--- src/hdl/bstf_pkg.sv ---
package bstf_pkg;

   // Time units of the two flash timers
   localparam int STROBE_UNIT_MS = 10;
   localparam int FLASH_UNIT_MS  = 100;

   // Widths of the timers and of the register port
   localparam int STROBE_TIMER_W = 12;
   localparam int FLASH_TIMER_W  = 16;
   localparam int CSR_INDEX_W    = 3;
   localparam int CSR_DATA_W     = 8;

   // Register indexes
   localparam logic [CSR_INDEX_W-1:0] CSR_STROBE_FLASHES     = 3'd0;
   localparam logic [CSR_INDEX_W-1:0] CSR_STROBE_HALF_PERIOD = 3'd1;
   localparam logic [CSR_INDEX_W-1:0] CSR_BRAKE_ON_DUTY      = 3'd2;
   localparam logic [CSR_INDEX_W-1:0] CSR_BRAKE_OFF_DUTY     = 3'd3;
   localparam logic [CSR_INDEX_W-1:0] CSR_TURN_ON_INTERVAL   = 3'd4;
   localparam logic [CSR_INDEX_W-1:0] CSR_TURN_OFF_INTERVAL  = 3'd5;
   localparam logic [CSR_INDEX_W-1:0] CSR_TURN_ON_DUTY       = 3'd6;
   localparam logic [CSR_INDEX_W-1:0] CSR_TURN_OFF_DUTY      = 3'd7;

   // Register file contents as seen by the datapath
   typedef struct packed {
      logic [7:0] strobe_flashes;
      logic [7:0] strobe_half_period;
      logic [6:0] brake_on_duty;
      logic [6:0] brake_off_duty;
      logic [7:0] turn_on_interval;
      logic [7:0] turn_off_interval;
      logic [6:0] turn_on_duty;
      logic [6:0] turn_off_duty;
   } cfg_type;

endpackage

--- src/hdl/brake_strobe_turn_flasher_unit.sv ---
// Channel  Direction  Handshake            Word
// req      in         req_valid/req_stall  elapsed_ms, brake/left/right/hazard request
// rsp      out        rsp_valid/rsp_stall  brake/left/right duty, left/right lit
// csr      in         csr_valid/csr_ready  csr_index, csr_data
//
// One tick per cycle while the result is not stalled: a word sits in the
// input register, then the timers step and the result register loads.
// Reset clears the register file, timers, phases and valid flags.
// A stalled result holds the result register and the input register behind it;
// the input side is stalled only while the input register is full and cannot move.
module brake_strobe_turn_flasher_unit (
   input  logic                              clock,
   input  logic                              reset,
   input  logic                              req_valid,
   output logic                              req_stall,
   input  logic [7:0]                        req_elapsed_ms,
   input  logic                              req_brake_request,
   input  logic                              req_left_request,
   input  logic                              req_right_request,
   input  logic                              req_hazard_request,
   output logic                              rsp_valid,
   input  logic                              rsp_stall,
   output logic [6:0]                        rsp_brake_duty,
   output logic [6:0]                        rsp_left_duty,
   output logic [6:0]                        rsp_right_duty,
   output logic                              rsp_left_lit,
   output logic                              rsp_right_lit,
   input  logic                              csr_valid,
   output logic                              csr_ready,
   input  logic [bstf_pkg::CSR_INDEX_W-1:0]  csr_index,
   input  logic [bstf_pkg::CSR_DATA_W-1:0]   csr_data
);

   bstf_pkg::cfg_type cfg;

   logic       in_valid_ff;
   logic [7:0] elapsed_ff;
   logic       brake_ff;
   logic       left_ff;
   logic       right_ff;
   logic       hazard_ff;

   logic       out_valid_ff;
   logic [6:0] brake_duty_ff;
   logic [6:0] left_duty_ff;
   logic [6:0] right_duty_ff;
   logic       left_lit_ff;
   logic       right_lit_ff;

   logic       advance;
   logic       step_en;
   logic       brake_lit_in;
   logic       dark_phase_in;
   logic       left_lit_in;
   logic       right_lit_in;

   // Move a word forward when the result register is free or draining
   assign advance   = !out_valid_ff || !rsp_stall;
   assign step_en   = advance && in_valid_ff;
   assign req_stall = in_valid_ff && !advance;

   bstf_csr u_csr (
      .clock     (clock),
      .reset     (reset),
      .csr_valid (csr_valid),
      .csr_ready (csr_ready),
      .csr_index (csr_index),
      .csr_data  (csr_data),
      .cfg       (cfg)
   );

   bstf_strobe u_strobe (
      .clock         (clock),
      .reset         (reset),
      .cfg           (cfg),
      .step_en       (step_en),
      .elapsed_ms    (elapsed_ff),
      .brake_request (brake_ff),
      .brake_lit_in  (brake_lit_in)
   );

   bstf_flasher u_flasher (
      .clock         (clock),
      .reset         (reset),
      .cfg           (cfg),
      .step_en       (step_en),
      .elapsed_ms    (elapsed_ff),
      .any_request   (left_ff || right_ff || hazard_ff),
      .dark_phase_in (dark_phase_in)
   );

   // Lamp phase per side
   assign left_lit_in  = !dark_phase_in && (left_ff || hazard_ff);
   assign right_lit_in = !dark_phase_in && (right_ff || hazard_ff);

   // Input register
   always_ff @(posedge clock) begin
      if (reset) begin
         in_valid_ff <= 1'b0;
      end else if (!req_stall) begin
         in_valid_ff <= req_valid;
      end
   end

   always_ff @(posedge clock) begin
      if (!req_stall && req_valid) begin
         elapsed_ff <= req_elapsed_ms;
         brake_ff   <= req_brake_request;
         left_ff    <= req_left_request;
         right_ff   <= req_right_request;
         hazard_ff  <= req_hazard_request;
      end
   end

   // Result register
   always_ff @(posedge clock) begin
      if (reset) begin
         out_valid_ff <= 1'b0;
      end else if (advance) begin
         out_valid_ff <= in_valid_ff;
      end
   end

   always_ff @(posedge clock) begin
      if (step_en) begin
         brake_duty_ff <= brake_lit_in ? cfg.brake_on_duty : cfg.brake_off_duty;
         left_duty_ff  <= left_lit_in ? cfg.turn_on_duty : cfg.turn_off_duty;
         right_duty_ff <= right_lit_in ? cfg.turn_on_duty : cfg.turn_off_duty;
         left_lit_ff   <= left_lit_in;
         right_lit_ff  <= right_lit_in;
      end
   end

   assign rsp_valid      = out_valid_ff;
   assign rsp_brake_duty = brake_duty_ff;
   assign rsp_left_duty  = left_duty_ff;
   assign rsp_right_duty = right_duty_ff;
   assign rsp_left_lit   = left_lit_ff;
   assign rsp_right_lit  = right_lit_ff;

endmodule

--- src/hdl/bstf_csr.sv ---
module bstf_csr (
   input  logic                              clock,
   input  logic                              reset,
   input  logic                              csr_valid,
   output logic                              csr_ready,
   input  logic [bstf_pkg::CSR_INDEX_W-1:0]  csr_index,
   input  logic [bstf_pkg::CSR_DATA_W-1:0]   csr_data,
   output bstf_pkg::cfg_type                 cfg
);

   bstf_pkg::cfg_type cfg_ff;
   bstf_pkg::cfg_type cfg_in;

   // Always take a write; narrow duty fields keep the low seven bits
   assign csr_ready = 1'b1;
   assign cfg       = cfg_ff;

   // Decode the write into the register file
   always_comb begin
      cfg_in = cfg_ff;
      if (csr_valid) begin
         case (csr_index)
            bstf_pkg::CSR_STROBE_FLASHES:     cfg_in.strobe_flashes     = csr_data;
            bstf_pkg::CSR_STROBE_HALF_PERIOD: cfg_in.strobe_half_period = csr_data;
            bstf_pkg::CSR_BRAKE_ON_DUTY:      cfg_in.brake_on_duty      = csr_data[6:0];
            bstf_pkg::CSR_BRAKE_OFF_DUTY:     cfg_in.brake_off_duty     = csr_data[6:0];
            bstf_pkg::CSR_TURN_ON_INTERVAL:   cfg_in.turn_on_interval   = csr_data;
            bstf_pkg::CSR_TURN_OFF_INTERVAL:  cfg_in.turn_off_interval  = csr_data;
            bstf_pkg::CSR_TURN_ON_DUTY:       cfg_in.turn_on_duty       = csr_data[6:0];
            bstf_pkg::CSR_TURN_OFF_DUTY:      cfg_in.turn_off_duty      = csr_data[6:0];
            default:                          cfg_in = cfg_ff;
         endcase
      end
   end

   always_ff @(posedge clock) begin
      if (reset) begin
         cfg_ff <= '0;
      end else begin
         cfg_ff <= cfg_in;
      end
   end

endmodule

--- src/hdl/bstf_strobe.sv ---
module bstf_strobe (
   input  logic              clock,
   input  logic              reset,
   input  bstf_pkg::cfg_type cfg,
   input  logic              step_en,
   input  logic [7:0]        elapsed_ms,
   input  logic              brake_request,
   output logic              brake_lit_in
);

   localparam int TW = bstf_pkg::STROBE_TIMER_W;

   logic [TW-1:0] timer_ff;
   logic [TW-1:0] timer_in;
   logic [7:0]    count_ff;
   logic [7:0]    count_in;
   logic          lit_ff;
   logic          lit_in;
   logic [TW-1:0] limit;
   logic [TW:0]   sum;
   logic [TW-1:0] sum_sat;

   // Toggle threshold in milliseconds
   assign limit   = TW'(cfg.strobe_half_period) * TW'(bstf_pkg::STROBE_UNIT_MS);
   assign sum     = {1'b0, timer_ff} + (TW + 1)'(elapsed_ms);
   assign sum_sat = sum[TW] ? {TW{1'b1}} : sum[TW-1:0];

   // Advance the strobe: toggle on timeout, count dark phases, then hold lit
   always_comb begin
      timer_in = timer_ff;
      count_in = count_ff;
      lit_in   = lit_ff;
      if (brake_request) begin
         if (count_ff < cfg.strobe_flashes) begin
            timer_in = sum_sat;
            if (sum_sat >= limit) begin
               timer_in = '0;
               if (!lit_ff) begin
                  count_in = count_ff + 8'd1;
               end
               lit_in = ~lit_ff;
            end
         end else begin
            lit_in = 1'b1;
         end
      end else begin
         // Preload so the next press toggles at once
         lit_in   = 1'b0;
         count_in = '0;
         timer_in = limit;
      end
   end

   assign brake_lit_in = lit_in;

   always_ff @(posedge clock) begin
      if (reset) begin
         timer_ff <= '0;
         count_ff <= '0;
         lit_ff   <= 1'b0;
      end else if (step_en) begin
         timer_ff <= timer_in;
         count_ff <= count_in;
         lit_ff   <= lit_in;
      end
   end

endmodule

--- src/hdl/bstf_flasher.sv ---
module bstf_flasher (
   input  logic              clock,
   input  logic              reset,
   input  bstf_pkg::cfg_type cfg,
   input  logic              step_en,
   input  logic [7:0]        elapsed_ms,
   input  logic              any_request,
   output logic              dark_phase_in
);

   localparam int TW = bstf_pkg::FLASH_TIMER_W;

   logic [TW-1:0] timer_ff;
   logic [TW-1:0] timer_in;
   logic          dark_ff;
   logic          dark_in;
   logic [7:0]    interval;
   logic [TW-1:0] limit;
   logic [TW:0]   sum;
   logic [TW-1:0] sum_sat;

   // Length of the current phase in milliseconds
   assign interval = dark_ff ? cfg.turn_off_interval : cfg.turn_on_interval;
   assign limit    = TW'(interval) * TW'(bstf_pkg::FLASH_UNIT_MS);
   assign sum      = {1'b0, timer_ff} + (TW + 1)'(elapsed_ms);
   assign sum_sat  = sum[TW] ? {TW{1'b1}} : sum[TW-1:0];

   // Advance the phase timer; a zero dark interval forces steady light
   always_comb begin
      timer_in = '0;
      dark_in  = 1'b0;
      if (any_request) begin
         timer_in = sum_sat;
         dark_in  = dark_ff;
         if (sum_sat >= limit) begin
            timer_in = '0;
            dark_in  = ~dark_ff;
         end
         if (cfg.turn_off_interval == 8'd0) begin
            dark_in = 1'b0;
         end
      end
   end

   assign dark_phase_in = dark_in;

   always_ff @(posedge clock) begin
      if (reset) begin
         timer_ff <= '0;
         dark_ff  <= 1'b0;
      end else if (step_en) begin
         timer_ff <= timer_in;
         dark_ff  <= dark_in;
      end
   end

endmodule

--- config.mk ---
export PLATFORM = sky130hd
export DESIGN_NAME = brake_strobe_turn_flasher_unit
export DESIGN_NICKNAME = d
export VERILOG_FILES = /design/src/hdl/bstf_pkg.sv /design/src/hdl/brake_strobe_turn_flasher_unit.sv /design/src/hdl/bstf_csr.sv /design/src/hdl/bstf_strobe.sv /design/src/hdl/bstf_flasher.sv
export SDC_FILE = /design/constraint.sdc
export NUM_CORES = 1
export LEC_CHECK = 0
export BUFFER_PORTS_ARGS = -buffer_cell sky130_fd_sc_hd__buf_2
export CAP_MARGIN = 20
export CORE_MARGIN = 2
export CORE_UTILIZATION = 28
export DETAILED_ROUTE_END_ITERATION = 8
export SLEW_MARGIN = 0
export SYNTH_ARGS = -nofsm -noshare
export SYNTH_HDL_FRONTEND = slang
export SYNTH_SLANG_ARGS = --single-unit
--- constraint.sdc ---
create_clock -name clock -period 7 [get_ports clock]
set_input_delay 0.7 -clock clock [delete_from_list [all_inputs] [get_ports clock]]
set_output_delay 0.7 -clock clock [all_outputs]
set_load 0.02 [all_outputs]
==> key figures, run 1 <==
Hold path
  – HP Class: in -> reg
  – Min-Delay Path Depth: 1
  – Min-delay src: req_right_request

Timing
  – Fin crit share: 84.2%
  – RSZ-0062 raised after global routing: no
  – Worst slew margin: roughly 30%
  – Tmin final: ~5900 ps
  – Fmax: approximately 170 MHz
  – Total negative slack: 0 ps
  – Setup ws final: 1110 ps
  – Final Hold Fails: 0
  – Final setup fails: 0
  – Worst slew pin tran: roughly 1000 ps
  – Slew Viols, Final: 0
  – Clock Skew: ~17 ps

Clock tree
  – CTS Hold Bufs: 0
  – CTS max path bufs: 2
  – CTS tree: built
  – Clock tree root buffer cell: clkbuf_16
  – Clk Latency, worst-skew pair: 430 ps
  – CTS buffer count: 17
  – # Post-CTS Setup Buffers: 0
  – Clock Sinks: 135
  – CTS HTree Levels: 4
  – CTS clock-pin slew for the worst setup and hold paths: around 60 ps
  – Post-CTS Resized: 0

Synthesis
  – Cells after Synth: just over 900
  – Top_reg_cell synth: dfxtp_1
  – Top cell type's share of synthesized area: between 20% and 30%
  – Area leader, netlist: dfxtp_1
  – Post-synthesis sequential area ratio: 37.1%
  – Mean Syn Cell Area: roughly 9.0 um^2
  – Synth top area cells: dfxtp_1, ha_1, edfxtp_1
  – Mapped cell area: just over 8000 um^2
  – Synth Warn #: 0
  – EDFF count, synth: 35
  – Asr flop ratio synth: 0%
  – Yosys reg bits: roughly 140
  – Synth cell types: slightly below 70
  – Syn_nets: 1041
  – Commonest cells in the netlist: nand2_1, dfxtp_1, ha_1
  – Top-count cell post-synth: nand2_1

Critical path
  – Reg2Reg Depth: 19
  – CP endpoint kind: flop
  – Worst Path Max Fanout: 17
  – Crit path launch: u_flasher.dark_ff
  – Crit path DAT: 6190 ps
  – Worst r2r src: u_flasher.dark_ff
  – Critical path class: reg -> reg
  – Req. time, crit path: ~7300 ps
  – Worst setup SP type: flop

Place
  – GPL Wtd Cong: 0.815
  – IO Port Bufs: 52
  – Post-detail-place hpwl: around 15000 um
  – Place WS: approximately 1100 ps
  – Placed inst area: ~8900 um^2

Cells and area
  – Layout overhead on the synthesized area: 14.8%
  – # fillers: 3018
  – Final cell area excluding filler cells: 9450 um^2
  – Nets: 1079
  – Share of cells above drive strength 1: between 10 and 15%
  – Antenna cells: 0
  – Utilization after layout: roughly 33%

Die
  – Die X: 175 um
  – Starting Density: approximately 29%
  – Row Count: 62
  – Die ar.: between 30000 and 40000 um^2
  – Core region area: 28900 um^2
  – Io pins: between 50 and 60
  – Chip height: about 180 um

Power
  – Comb power frac: around 15%
  – Share of power burned in registers: 40.7%
  – Pwr dens: ~220 nW/um^2
  – Design Power: approximately 2100 uW
  – Int Power: roughly 1500 uW
  – Power share of the clock group: ~44%
  – Sw Share: between 20 and 30%
  – VDD IR max: about 0.00014 V
  – Lkg Pwr: between 0.003 and 0.004 uW
  – Psw: about 600 uW

Routing
  – Iteration-0 DRC Markers: between 300 and 400
  – Via Count: about 6700
  – Vias per inst: slightly below 5
  – DRC Markers: 0
  – WL final: ~20000 um
  – Routed len/inst: between 10 and 15 um
  – Post-route ant nets: 0
  – Pre-antenna DRT Iters: 4

GRT
  – Largest net degree at the start of global routing: 70
  – Initial antenna violation count: 1
  – GR Util All Layers: a little over an eighth
  – Grt ovf: 0
  – First-pass GRT wire length: around 33000 um
  – Vias in the first global route: 6558

Status
  – Status: finished clean

Run
  – Maxcap violations: 0
==> kinds of logic after synthesis <==
kind of cell | Yosys count | synth area share, %
flip-flops | 135 | 37.1
XOR/XNOR | 26 | 2.77
adder cells (fa/ha/maj) | 94 | 14.8
buffers and inverters | 84 | 4.06
AND/OR/NAND/NOR | 298 | 16.6
multiplexers | 43 | 5.47
other | 1 | 0.0455
AO/OA/AOI/OAI | 238 | 19.1
==> stage by stage <==
stage | hold slack (ps) | cells
floorplan | 429 | 919
global placement | 445 | 1322
detailed placement | 451 | 1322
CTS | 435 | 1354
global route | 437 | 1354
finish | 445 | 1354
==> registers in the layout, indices dropped and copies added, names as in the netlist <==
signal,flops
u_strobe.timer_ff,12
brake_ff,1
rsp_left_duty,7
rsp_left_lit,1
elapsed_ff,8
u_strobe.count_ff,8
right_ff,1
u_flasher.dark_ff,1
rsp_right_lit,1
u_strobe.lit_ff,1
rsp_brake_duty,7
in_valid_ff,1
rsp_valid,1
left_ff,1
u_csr.cfg,60
u_flasher.timer_ff,16
rsp_right_duty,7
hazard_ff,1
==> worst max-delay path, cell delays in order, from the launching register on <==
cell and delay, ps:
dfxtp_1 750, mux2_2 450, ha_1 300, ha_1 310
fa_1 460, ha_1 350, a21oi_1 160, nor2_1 50
nor2_1 140, o21bai_1 80, a21oi_1 210, o21ai_0 150
xnor2_1 190, ha_1 270, a221oi_1 300, o21a_1 160
o21ai_1 180, o21a_1 240, nor3_2 720, a221o_1 290
==> area by class of cell <==
type	instances	area [um^2]	area share (%)
multi-input cells	700	4850	51.3
flip-flops and latches	135	3050	32.3
well taps	384	480	5.08
clock buffers	19	454	4.81
repair buffers	57	298	3.15
inverters	46	173	1.83
clock inverters	13	144	1.52
==> cell usage in the layout, fill, tap and decap left out, types with 5 or more instances in the layout <==
master,n
nand2_1,129
dfxtp_1,100
ha_1,88
a21oi_1,85
nor2_1,67
buf_2,52
inv_1,45
o21ai_0,38
edfxtp_1,35
mux2i_1,29
nand3_1,18
clkbuf_16,18
nor3_1,16
a31o_2,16
xnor2_1,14
and2_1,14
a221o_1,14
mux2_2,13
xor2_1,12
a21o_1,10
a22o_1,10
a211oi_1,8
nand4_1,8
o21a_1,8
a221oi_1,8
and3_1,6
nand2b_1,6
o211ai_1,6
or2_2,6
o21bai_1,6
fa_1,6
a31oi_1,5
or3_1,5
nor2b_1,5
nor4_1,5
buf_4,5
==> path summary, 6_finish.rpt <==
| path | endpoint | slack [ps] |
|---|---|---|
| hold / removal | right_ff | 450 |
| hold reg to reg | u_csr.cfg[23] | 450 |
| setup / recovery | rsp_left_duty[1] | 1110 |
| setup reg to reg | rsp_left_duty[1] | 1110 |
==> per-layer routing <==
metal / vias up / global-route usage, % / wire, um
li1: 3413 / - / -
met1: 3165 / 16.3 / 9070
met2: 104 / 23.5 / 10100
met3: 23 / 2.40 / 598
met4: 2 / 4.17 / 288
met5: - / 0 / 13
==> power groups by stage <==
stage	Clock, uW	Sequential, uW	Combinational (uW)
2_1_floorplan	0	866	228
3_3_place_gp	0	865	313
3_5_place_dp	0	865	317
4_1_cts	941	848	319
5_1_grt	973	851	356
6_report	921	848	317
Note: power is estimated with default switching activity, not from simulation.
==> inputs of run 2 (changes only) <==
Clock period 7 ns to 5.69 ns, I/O delays scaled along.
==> run 2 against run 1 <==
Against the previous run:
- core utilization up 0.13 points
- cell area up 0.38%
- first-iteration DRC count up 15%
- largest power group unchanged
- register-to-register slack worse by 660 ps
==> key figures, run 2 (synthesized netlist as in run 1, its figures left out) <==
Clock tree
  – Clock Sinks: 135 (unchanged)
  – CTS buffer count: 17 (unchanged)
  – CTS tree: built
  – CTS clock-pin slew for the worst setup and hold paths: 60 ps (about the same)
  – Clk Latency, worst-skew pair: 430 ps (about the same)
  – CTS HTree Levels: 4 (unchanged)
  – # Post-CTS Setup Buffers: 0 (unchanged)
  – Clock tree root buffer cell: clkbuf_16
  – CTS max path bufs: 2 (unchanged)

Routing
  – Routed len/inst: 14.7 um (-0.44%)
  – WL final: 20000 um (about the same)
  – Via Count: 6761 (+0.81%)
  – Vias per inst: 4.97 (+0.36%)
  – Iteration-0 DRC Markers: 449 (+15%)
  – Pre-antenna DRT Iters: 5 (+1)
  – Post-route ant nets: 0 (unchanged)
  – DRC Markers: 0 (unchanged)

Place
  – GPL Wtd Cong: 0.814 (about the same)
  – Post-detail-place hpwl: 14600 um (+0.40%)
  – IO Port Bufs: 52 (unchanged)

Timing
  – Clock Skew: 11.1 ps (-6.08 ps)
  – Worst slew margin: 33.1% (+3.3 points)
  – Fmax: 191 MHz (+12%)
  – Final Hold Fails: 0 (unchanged)
  – Final setup fails: 0 (unchanged)
  – Fin crit share: 92.1% (+8.0 points)
  – Slew Viols, Final: 0 (unchanged)
  – WHS: 317 ps (-129 ps)
  – RSZ-0062 raised after global routing: no
  – Total negative slack: 0 ps (unchanged)
  – Tmin final: 5240 ps (-649 ps)
  – Worst slew pin tran: 1000 ps (-49.7 ps)

Critical path
  – Crit path DAT: 5410 ps (-780 ps)
  – CP bufs+invs: 0 (unchanged)
  – Most common cell on crit path: ha_1
  – Delay-heaviest family, CP: compound AO/OA/AOI/OAI gates
  – Reg2Reg Depth: 19 (unchanged)
  – Critical path class: reg -> reg
  – Worst path slowest cell: fa_1
  – Crit path cell chain: mux2_2 > ha_1 > ha_1 > fa_1 > ha_1 > a21oi_1 > nor2_1 > nor2_1 > o21bai_1 > a21oi_1 > o21ai_0 > xnor2_1 > ha_1 > a221oi_1 > o21a_1 > o21ai_1 > a21o_2 > a31o_2 > a221o_1
  – Req. time, crit path: 5860 ps (-1430 ps)
  – CP endpoint kind: flop
  – Critical path's largest stage delay: 460 ps (-290 ps)
  – Worst Path Max Fanout: 14 (-3)
  – WP depth: 19 (unchanged)
  – Worst setup SP type: flop

Power
  – Lkg Pwr: 0.00397 uW (+0.65%)
  – VDD IR max: 0.000159 V (+17%)
  – Design Power: 2550 uW (+22%)
  – Pwr dens: 269 nW/um^2 (+22%)

Cells and area
  – Antenna cells: 0 (unchanged)
  – Layout overhead on the synthesized area: 15.2%
  – Register area: 3050 um^2 (about the same)
  – Area occupied by multi-input gates: 4850 um^2 (about the same)
  – Max reg flops: 60 (unchanged)
  – # fillers: 2983 (-1.2%)
  – Most frequent cells in the layout: nand2_1, dfxtp_1, ha_1
  – Share of cells above drive strength 1: 14.4% (+0.94 points)
  – Nets: 1085 (+0.56%)
  – Most common cell after layout, fill and taps aside: nand2_1

GRT
  – Vias in the first global route: 6639 (+1.2%)
  – Grt ovf: 0 (unchanged)
  – Largest net degree at the start of global routing: 69 (-1.4%)
  – First-pass GRT wire length: 32800 um (-0.75%)
  – GR Util All Layers: 13.2% (-0.13 points)
  – Initial antenna violation count: 1 (unchanged)

Die
  – Die ar.: 30800 um^2 (unchanged)
  – Die X: 175 um (unchanged)
  – Row Count: 62 (unchanged)
  – Core region area: 28900 um^2 (unchanged)
  – Chip height: 175 um (unchanged)
  – Starting Density: 28.5% (unchanged)
  – Io pins: 54 (unchanged)

Hold path
  – HP Class: in -> reg
  – Min-Delay Path Depth: 1 (unchanged)

Status
  – Status: finished clean

Run
  – Maxcap violations: 0 (unchanged)
==> run 2: cell count changes in the layout (fill, tap and decap cells not counted), moves of 2 or more <==
cell      previous run  this run
buf_4                5        11
inv_6                3         6
clkinv_1             3         1
inv_8                0         2
clkinv_4             4         0
==> run 2: layout make-up <==
| cell class | instances | share of cell area (%) |
|---|---|---|
| Clock inverter | 13 | 1.40 |
| Tap cell | 384 | 5.07 |
| Inverter | 46 | 1.82 |
| Sequential cell | 135 | 32.2 |
| Timing Repair Buffer | 63 | 3.61 |
| Clock buffer | 19 | 4.79 |
| Multi-Input combinational cell | 700 | 51.1 |
==> run 2: worst reg2reg max path: cells and delay by family, from the launching register on <==
family	cells	cell delay [ps]
AO/OA/AOI/OAI	10	2140
XOR/XNOR	1	150
adder cells (fa/ha/maj)	5	1710
flip-flops	1	420
multiplexers	1	400
AND/OR/NAND/NOR	2	190
==> run 2: metal layers <==
| layer | global-route usage [%] | vias to the layer above | wire length, um |
|---|---|---|---|
| li1 | - | 3417 | - |
| met1 | 16.2 | 3209 | 9000 |
| met2 | 23.4 | 106 | 10100 |
| met3 | 2.14 | 27 | 579 |
| met4 | 4.17 | 2 | 325 |
| met5 | 0 | - | 13 |
==> run 2: path summary, 6_finish.rpt <==
kind                           from  slack, ps                 to
setup / recovery  u_flasher.dark_ff        450  rsp_right_duty[6]
hold / removal    req_elapsed_ms[5]        320      elapsed_ff[5]
setup reg to reg  u_flasher.dark_ff        450  rsp_right_duty[6]
hold reg to reg       u_csr.cfg[24]        450      u_csr.cfg[24]
==> run 2: metrics by stage <==
| step | cell area (um^2) | utilization, % | setup WS [ps] | instances |
|---|---|---|---|---|
| 2_1_floorplan | 8230 | - | 130 | 919 |
| 3_3_place_gp | 8900 | 30.8 | 351 | 1328 |
| 3_5_place_dp | 8900 | 30.8 | 282 | 1328 |
| 4_1_cts | 9480 | 32.9 | 265 | 1360 |
| 5_1_grt | 9490 | 32.9 | 111 | 1360 |
| 6_report | 9490 | 32.9 | 448 | 1360 |
==> run 2: what timing repair did <==
action,CTS,global route
gates resized for setup,0,2
hold buffers,0,0
setup endpoints to repair,0,14
==> run 2: power breakdown <==
group	total, uW	switching (uW)	internal (uW)	leakage [uW]
clock	1110	470	641	0.000281
sequential	1040	23.4	1020	0.00115
combinational	399	251	148	0.00254
==> inputs of run 3 (changes only) <==
Settings changed: GPL_ROUTABILITY_DRIVEN set to 1, MAX_ROUTING_LAYER set to met4.
==> run 3 against run 2 <==
Against the previous run:
- critical path depth stayed put
- cell area about the same
- fmax about the same
- worst hold slack worse by 1.8 ps
- critical endpoint is now rsp_left_duty[5]
- sequential power is essentially flat
- routed wire length down 0.19%
- clock power about the same
- final cell count about the same
- largest power group unchanged
- global-route usage increased by 0.39 points
- first-iteration DRC count is 2.9% lower
- non-clock buffer count is the same
==> key figures, run 3 (synthesized netlist as in run 1, its figures left out) <==
Clock tree
  – CTS Hold Bufs: 0 (unchanged)
  – Clock tree root buffer cell: clkbuf_16
  – CTS max path bufs: 2 (unchanged)
  – CTS HTree Levels: 4 (unchanged)
  – CTS tree: built
  – Clock Sinks: 135 (unchanged)
  – Clk Latency, worst-skew pair: 430 ps (about the same)
  – # Post-CTS Setup Buffers: 0 (unchanged)
  – CTS buffer count: 17 (unchanged)
  – CTS clock-pin slew for the worst setup and hold paths: 60 ps (about the same)

Critical path
  – Critical path's largest stage delay: 460 ps (about the same)
  – Crit path cell chain: mux2_2 > ha_1 > ha_1 > fa_1 > ha_1 > a21oi_1 > nor2_1 > nor2_1 > o21bai_1 > a21oi_1 > o21ai_0 > xnor2_1 > ha_1 > a221oi_1 > o21a_1 > o21ai_1 > a21o_2 > a31o_2 > a221o_1
  – Critical path class: reg -> reg
  – CP endpoint kind: flop
  – Worst setup SP type: flop
  – Most common cell on crit path: ha_1
  – Worst path slowest cell: fa_1
  – Worst Path Max Fanout: 14 (unchanged)
  – Crit path DAT: 5420 ps (about the same)
  – Req. time, crit path: 5860 ps (about the same)

Place
  – GPL Wtd Cong: 0.826 (+1.5%)
  – Post-detail-place hpwl: 14600 um (unchanged)
  – IO Port Bufs: 52 (unchanged)
  – Placed insts: 1328 (unchanged)
  – Place WS: 282 ps (unchanged)

Die
  – Chip height: 175 um (unchanged)
  – Row Count: 62 (unchanged)
  – Starting Density: 28.5% (unchanged)
  – Core region area: 28900 um^2 (unchanged)
  – Io pins: 54 (unchanged)
  – Die X: 175 um (unchanged)
  – Die ar.: 30800 um^2 (unchanged)

GRT
  – Largest net degree at the start of global routing: 69 (unchanged)
  – Vias in the first global route: 6635 (-0.060%)
  – Grt ovf: 0 (unchanged)
  – First-pass GRT wire length: 32800 um (about the same)
  – GR Util All Layers: 13.5% (+0.39 points)
  – Initial antenna violation count: 1 (unchanged)

Routing
  – Iteration-0 DRC Markers: 436 (-2.9%)
  – DRC Markers: 0 (unchanged)
  – Via Count: 6730 (-0.46%)
  – Routed len/inst: 14.7 um (-0.27%)
  – Post-route ant nets: 0 (unchanged)
  – Uppermost routed layer: met4
  – Met3 wire len: 567 um (-2.1%)
  – Met1 wire length: 9050 um (+0.53%)
  – WL final: 20000 um (-0.19%)
  – Met2 routed WL: 10100 um (-0.64%)
  – Pre-antenna DRT Iters: 5 (unchanged)
  – Vias per inst: 4.94 (-0.53%)

Timing
  – Worst slew margin: 31.4% (-1.7 points)
  – Clock Skew: 9.75 ps (-1.35 ps)
  – Fin crit share: 92.1% (about the same)
  – Setup ws final: 447 ps (-0.729 ps)
  – Final setup fails: 0 (unchanged)
  – Worst slew pin tran: 1030 ps (+25.9 ps)
  – Slew Viols, Final: 0 (unchanged)
  – Final Hold Fails: 0 (unchanged)
  – Tmin final: 5240 ps (+0.729 ps)
  – Total negative slack: 0 ps (unchanged)
  – RSZ-0062 raised after global routing: no
  – Fmax: 191 MHz (about the same)

Status
  – Status: finished clean

Cells and area
  – Most common cell after layout, fill and taps aside: nand2_1
  – Layout overhead on the synthesized area: 15.2% (about the same)
  – Nets: 1085 (unchanged)
  – Max reg flops: 60 (unchanged)
  – Fin cells: 1361 (+0.074%)
  – Share of cells above drive strength 1: 14.4% (unchanged)
  – Most frequent cells in the layout: nand2_1, dfxtp_1, ha_1
  – Utilization after layout: 32.9% (about the same)

Power
  – Lkg Pwr: 0.00397 uW (unchanged)
  – VDD IR max: 0.000161 V (+1.1%)
  – Pwr dens: 269 nW/um^2 (about the same)
  – Design Power: 2560 uW (about the same)

Run
  – Maxcap violations: 0 (unchanged)

Hold path
  – HP Class: in -> reg
[run 3: cell count changes in the layout (fill, tap and decap cells not counted), sizes merged]
| cell | previous run | this run |
|---|---|---|
| diode | 0 | 1 |
[run 3: metrics by stage]
stage | cell area (um^2) | hold WS (ps)
3_3_place_gp | 8900 | 441
4_1_cts | 9480 | 303
3_5_place_dp | 8900 | 448
5_1_grt | 9490 | 306
2_1_floorplan | 8230 | 429
6_report | 9490 | 315
[run 3: cell type report]
| type | instances | area, um^2 |
|---|---|---|
| Clock inverter | 13 | 133 |
| Inverter | 46 | 173 |
| Antenna cell | 1 | 2.50 |
| Fill cell | 2983 | 19400 |
| Multi-Input combinational cell | 700 | 4850 |
| Tap cell | 384 | 480 |
| Clock buffer | 19 | 454 |
| Timing Repair Buffer | 63 | 343 |
| Sequential cell | 135 | 3050 |
[run 3: metal layers]
layer | GRT usage, % | up-vias
met4 | 4.17 | 0
met1 | 16.2 | 3186
li1 | - | 3418
met5 | - | -
met3 | 2.14 | 25
met2 | 23.4 | 101
[run 3: where the power goes]
group	switching (uW)	internal, uW
Clock	473	641
Sequential	23.2	1020
Combinational	250	148
[run 3: critical path, delay by kind of cell, from the launching register on]
family | cells | cell delay, ps
AO/OA/AOI/OAI | 10 | 2130
adder cells (fa/ha/maj) | 5 | 1710
flip-flops | 1 | 420
multiplexers | 1 | 390
AND/OR/NAND/NOR | 2 | 190
XOR/XNOR | 1 | 150
[run 3: timing repair]
action | 4_1_cts | 5_1_grt
resized for setup | 0 | 2
endpoints found under the setup margin | 0 | 14
endpoints found under the hold margin | 0 | 0
[run 3: worst paths after layout]
check                                  startpoint  slack [ps]  cells past startpoint                to
worst max-delay path            u_flasher.dark_ff         450                     19  rsp_left_duty[5]
worst min-delay path            req_elapsed_ms[5]         320                      1     elapsed_ff[5]
worst max register to register  u_flasher.dark_ff         450                     19  rsp_left_duty[5]
worst min register to register      u_csr.cfg[24]         450                      2     u_csr.cfg[24]
